`src/rtl/eap_pkg.sv`:
```
`default_nettype none
package eap_pkg;

   localparam int TIME_BITS = 32;
   localparam int FRAC_BITS = 16;
   localparam int PROG_BITS = FRAC_BITS + 1;

   localparam logic [PROG_BITS-1:0] ONE_Q  = PROG_BITS'(1) << FRAC_BITS;
   localparam logic [PROG_BITS-1:0] HALF_Q = PROG_BITS'(1) << (FRAC_BITS - 1);

   localparam logic [1:0] PH_WAIT = 2'd0;
   localparam logic [1:0] PH_RUN  = 2'd1;
   localparam logic [1:0] PH_HELD = 2'd2;
   localparam logic [1:0] PH_ZERO = 2'd3;

   localparam logic [2:0] KIND_APPEAR = 3'd1;
   localparam logic [2:0] KIND_CUBIC  = 3'd2;
   localparam logic [2:0] KIND_BOUNCE = 3'd3;

   localparam logic [1:0] CSR_START_DELAY   = 2'd0;
   localparam logic [1:0] CSR_CYCLE_LENGTH  = 2'd1;
   localparam logic [1:0] CSR_REPEAT_ENABLE = 2'd2;
   localparam logic [1:0] CSR_EASE_KIND     = 2'd3;

   typedef struct packed {
      logic       valid;
      logic [1:0] phase;
   } tag_type;

endpackage
`default_nettype wire

```
`src/rtl/eap_ease.sv`:
```
`default_nettype none
// Three-stage ease curve: setup, first square, second product and select.
module eap_ease (
   input  wire logic                          clock,
   input  wire logic                          reset,
   input  wire logic                          adv,
   input  wire logic [2:0]                    kind_i,
   input  wire eap_pkg::tag_type              tag_i,
   input  wire logic [eap_pkg::FRAC_BITS-1:0] frac_i,
   output eap_pkg::tag_type                   tag_o,
   output logic      [eap_pkg::PROG_BITS-1:0] prog_o
);
   localparam int FB = eap_pkg::FRAC_BITS;
   localparam int PB = eap_pkg::PROG_BITS;
   localparam logic [FB+1:0] ONE_X = (FB+2)'(1) << FB;
   localparam logic [FB+1:0] TWO_X = (FB+2)'(2) << FB;

   // stage A
   eap_pkg::tag_type taga_ff;
   logic [FB-1:0]    pa_ff;
   logic [PB-1:0]    qa_ff;
   logic [FB-1:0]    ya_ff;
   logic [1:0]       sega_ff;
   logic [FB+1:0]    x3;
   logic [FB+1:0]    xy;
   logic [1:0]       seg_in;

   always_comb begin
      x3 = {2'b00, frac_i} + {1'b0, frac_i, 1'b0};
      if (x3 < ONE_X) begin
         seg_in = 2'd0;
         xy     = x3;
      end else if (x3 < TWO_X) begin
         seg_in = 2'd1;
         xy     = x3 - ONE_X;
      end else begin
         seg_in = 2'd2;
         xy     = x3 - TWO_X;
      end
   end

   // stage B
   eap_pkg::tag_type tagb_ff;
   logic [FB-1:0]    pb_ff;
   logic [PB-1:0]    qb_ff;
   logic [PB-1:0]    q2b_ff;
   logic [FB-1:0]    yb_ff;
   logic [FB-2:0]    yyb_ff;
   logic [1:0]       segb_ff;
   logic [2*PB-1:0]  qq;
   logic [2*FB-1:0]  yy;

   assign qq = qa_ff * qa_ff;
   assign yy = ya_ff * ya_ff;

   // stage C
   eap_pkg::tag_type tagc_ff;
   logic [PB-1:0]    progc_ff;
   logic [2*PB-1:0]  qqq;
   logic [PB-1:0]    bounce;
   logic [PB-1:0]    curve;
   logic [PB-1:0]    prog_in;

   always_comb begin
      qqq = q2b_ff * qb_ff;
      case (segb_ff)
         2'd0:    bounce = {2'b00, yyb_ff};
         2'd1:    bounce = eap_pkg::HALF_Q + {1'b0, yb_ff} - {2'b00, yyb_ff};
         default: bounce = eap_pkg::ONE_Q - {2'b00, yyb_ff};
      endcase
      case (kind_i)
         eap_pkg::KIND_APPEAR: curve = '0;
         eap_pkg::KIND_CUBIC:  curve = eap_pkg::ONE_Q - qqq[2*FB:FB];
         eap_pkg::KIND_BOUNCE: curve = bounce;
         default:              curve = {1'b0, pb_ff};
      endcase
      case (tagb_ff.phase)
         eap_pkg::PH_WAIT: prog_in = '0;
         eap_pkg::PH_RUN:  prog_in = curve;
         default:          prog_in = eap_pkg::ONE_Q;
      endcase
   end

   always_ff @(posedge clock) begin
      if (reset) begin
         taga_ff <= '0;
         tagb_ff <= '0;
         tagc_ff <= '0;
      end else if (adv) begin
         taga_ff <= tag_i;
         tagb_ff <= taga_ff;
         tagc_ff <= tagb_ff;
      end
   end

   always_ff @(posedge clock) begin
      if (adv) begin
         pa_ff    <= frac_i;
         qa_ff    <= eap_pkg::ONE_Q - {1'b0, frac_i};
         ya_ff    <= xy[FB-1:0];
         sega_ff  <= seg_in;
         pb_ff    <= pa_ff;
         qb_ff    <= qa_ff;
         q2b_ff   <= qq[2*FB:FB];
         yb_ff    <= ya_ff;
         yyb_ff   <= yy[2*FB-1:FB+1];
         segb_ff  <= sega_ff;
         progc_ff <= prog_in;
      end
   end

   assign tag_o  = tagc_ff;
   assign prog_o = progc_ff;

endmodule
`default_nettype wire

```
`config.mk`:
```
export PLATFORM = sky130hd
export DESIGN_NAME = eap_ease
export DESIGN_NICKNAME = d
export VERILOG_FILES = /design/src/rtl/eap_pkg.sv /design/src/rtl/eap_ease.sv
export SDC_FILE = /design/constraint.sdc
export NUM_CORES = 2
export LEC_CHECK = 0
export BUFFER_PORTS_ARGS = -buffer_cell sky130_fd_sc_hd__buf_2
export CAP_MARGIN = 20
export CORE_UTILIZATION = 35
export DETAILED_ROUTE_END_ITERATION = 8
export PLACE_DENSITY = 0.58
export SLEW_MARGIN = 25
export SYNTH_ARGS = -nofsm -noshare
export SYNTH_HDL_FRONTEND = slang
export SYNTH_SLANG_ARGS = --single-unit
```
`constraint.sdc`:
```
create_clock -name clock -period 8.94 [get_ports clock]
set_input_delay 0.447 -clock clock [delete_from_list [all_inputs] [get_ports clock]]
set_output_delay 0.447 -clock clock [all_outputs]
set_load 0.02 [all_outputs]
```
==> summary.txt <==
Outcome
  – Status: complete, no violations

Die
  – Die W: 301 um
  – Core footprint: 88500 um^2
  – Initial Util: 35.4%
  – Die area: 90600 um^2
  – I/O pin count: 45
  – Die Y: 301 um
  – Number of core rows: 109

Synth
  – Post-synth EDFFs: 145
  – Syn_nets: 4251
  – Flops & latches, synth: 154
  – Sequential area share after synthesis: 14.5%
  – Avg Cell Area, Syn: 9.54 um^2
  – Fraction of registers with async set/reset: 0%
  – Synth cell types: 72
  – Cell Area, Synth: 31300 um^2
  – Yosys synthesis warning count: 0
  – Cell count after synthesis: 3281
  – Top FF cell, synth: edfxtp_1

STA
  – Slew HR: 29.5%
  – Worst Skew: 16.4 ps
  – Final period utilization: 87.8%
  – Worst-Margin Slew: 1060 ps
  – Pins Over Slew Limit: 0
  – F_max: 127 MHz
  – Min cycle time layout: 7850 ps
  – Final Hold Vio Count: 0
  – Setup repair after global routing missed its margin: false
  – Final setup viols: 0
  – Setup TNS: 0 ps

Cells and area
  – ANT cells: 0
  – Fin nets: 4239
  – Layout cell share with drive strength beyond 1: 3.75%
  – P&R area growth vs syn: 6.53%
  – FILL cells: 8885

Drt
  – Pre-antenna DRT Iters: 5
  – Final ANT Viol Nets: 0
  – Vias: 20900
  – Residual DRC count: 0
  – Vias per cell: 4.70
  – Wire length per cell: 15.6 um
  – DRT iter0 DRCs: 874
  – Total wire length: 69.3 mm

Global route
  – GRT Util Overall: 16.3%
  – Global route total overflow: 0
  – Vias in the first global route: 22700
  – Largest net degree at the start of global routing: 81
  – Antenna violations before repair: 10
  – First-pass GRT wire length: 117 mm

Setup path
  – Setup crit end kind: register
  – Slowest stage cell on the critical path: edfxtp_1
  – Reg2reg start: qb_ff[8]$_DFFE_PP_
  – Reg-to-reg slack, setup: 1090 ps
  – Number of cells on the critical path: 26
  – Worst Path Max Fanout: 17
  – Crit path kind: register to register
  – Largest delay contributor family on the critical path: adder cells
  – Worst Path Required: 9130 ps
  – Worst r2r dst: prog_o[16]$_DFFE_PP_
  – CP bufs+invs: 5
  – Reg2reg path depth: 26
  – CP peak stage delay: 820 ps
  – Worst Path Arrival: 8040 ps
  – Startpoint Class: register
  – Most used cell, CP: fa_1
  – CP startpoint: qb_ff[8]$_DFFE_PP_
  – Setup crit end: prog_o[16]$_DFFE_PP_

CTS
  – Clock Pin Slew Worst Setup and Hold Paths: 70 ps
  – Inserted Clock Buffers: 17
  – H-tree depth: 4
  – Clock sink count: 154
  – TritonCTS clock tree: done
  – Post-CTS Resized: 0
  – Worst-skew pair later-pin latency: 450 ps
  – Cts hold-fix bufs: 0
  – Clock root buffer master: clkbuf_16
  – Post-CTS Setup Inserts: 0
  – CTS Buffer Depth: 2

Hold path
  – Worst min-delay path class: input port to register

Place
  – Final Wtd Congestion: 0.851
  – Placed wire-length estimate: 57.2 mm
  – I/O Buffers: 44

Run
  – Max-Cap Viols: 0
==> sequential cells by signal (all words and copies together), names as in the netlist, 14 cells and up <==
register,flops
q2b_ff,17
pa_ff,16
qa_ff,16
yb_ff,14
yyb_ff,15
prog_o,17
pb_ff,16
ya_ff,14
qb_ff,16
==> per-stage QoR <==
step                hold slack, ps  instance area, um^2  worst slack [ps]  utilization, %  std cells
floorplan                      400                31300              1800               -       3281
global placement               401                32800              1210            37.0       4415
detailed placement             405                32800              1120            37.0       4415
CTS                            189                33300              1100            37.7       4447
global route                   206                33300               641            37.7       4447
finish                         224                33300              1090            37.7       4447
==> cell usage after synthesis, drive strengths merged (3+ instances only) <==
cell type	instances	area (um^2)
a21oi	87	439
ha	369	4620
o21a	9	67.6
clkbuf	91	342
and4	3	26.3
edfxtp	145	4350
o22ai	5	31.3
xor2	36	315
a221oi	12	105
nor4	3	33.8
nor2b	22	138
o31ai	3	36.3
nor2	112	420
xnor2	76	666
nor3	26	130
or3	6	37.5
and3	8	50.1
o21ai	52	268
nand2	340	1280
fa	576	11500
a41oi	5	43.8
o211ai	3	22.5
o311ai	3	43.8
a41o	3	30.0
a311oi	3	26.3
a211o	4	35.0
inv	856	3210
nand4b	3	26.3
a21o	52	398
a31oi	19	125
buf	8	43.8
nand3	21	105
or2	7	43.8
and2	221	1380
a21boi	3	22.5
dfxtp	9	180
nand4	13	81.3
a22oi	3	27.5
nand2b	10	62.6
a211oi	4	30.0
mux2i	11	110
o21bai	5	37.5
nor3b	5	37.5
mux2	6	67.6
nand3b	5	37.5
==> cell families after synthesis <==
kind of cell             share of synthesized area, %
AO/OA/AOI/OAI                                    6.04
XOR/XNOR                                         3.13
adder cells (fa/ha/maj)                          51.6
buffers and inverters                            11.5
flip-flops                                       14.5
multiplexers                                    0.568
AND/OR/NAND/NOR                                  12.7
==> routing by layer <==
layer	global-route usage [%]	share of wire (%)	wire, um	vias to the layer above
met5	0	0.11	75	-
met4	3.53	1.8	1250	12
met1	21.1	45	31200	10600
met2	28.8	50	34600	309
met3	1.99	3.3	2280	85
li1	-	-	-	9950
==> how the worst min path moves through the flow <==
stage | start | to | cells after the start
2_1_floorplan | pa_ff[10]$_DFFE_PP_ | pb_ff[10]$_DFFE_PP_ | 0
3_3_place_gp | pa_ff[7]$_DFFE_PP_ | pb_ff[7]$_DFFE_PP_ | 0
3_5_place_dp | pa_ff[11]$_DFFE_PP_ | pb_ff[11]$_DFFE_PP_ | 0
4_1_cts | frac_i[1] | pa_ff[1]$_DFFE_PP_ | 1
5_1_grt | frac_i[0] | pa_ff[0]$_DFFE_PP_ | 1
6_report | frac_i[1] | pa_ff[1]$_DFFE_PP_ | 1
==> cell type report <==
type	instances	area, um^2	area share (%)
clock inverters	14	136	0.409
well taps	1165	1460	4.37
repair buffers	68	407	1.22
flip-flops and latches	154	4530	13.6
multi-input cells	2172	23200	69.5
clock buffers	18	429	1.29
inverters	856	3210	9.64
==> placed cells by master, fill, tap and decap left out, drive strengths merged, types with 4 or more instances in the layout <==
cell type    n
inv        863
fa         576
ha         369
nand2      340
and2       221
edfxtp     145
nor2       112
a21oi       87
xnor2       76
buf         68
a21o        52
o21ai       52
xor2        36
nor3        26
nor2b       22
nand3       21
a31oi       19
clkbuf      18
nand4       13
a221oi      12
mux2i       11
nand2b      10
o21a         9
dfxtp        9
and3         8
or2          7
or3          6
mux2         6
o22ai        5
nand3b       5
o21bai       5
a41oi        5
nor3b        5
clkinvlp     5
a211oi       4
a211o        4
Power is not shown: default switching activity piles up to over one toggle a cycle in this logic, so the estimate is an artifact.
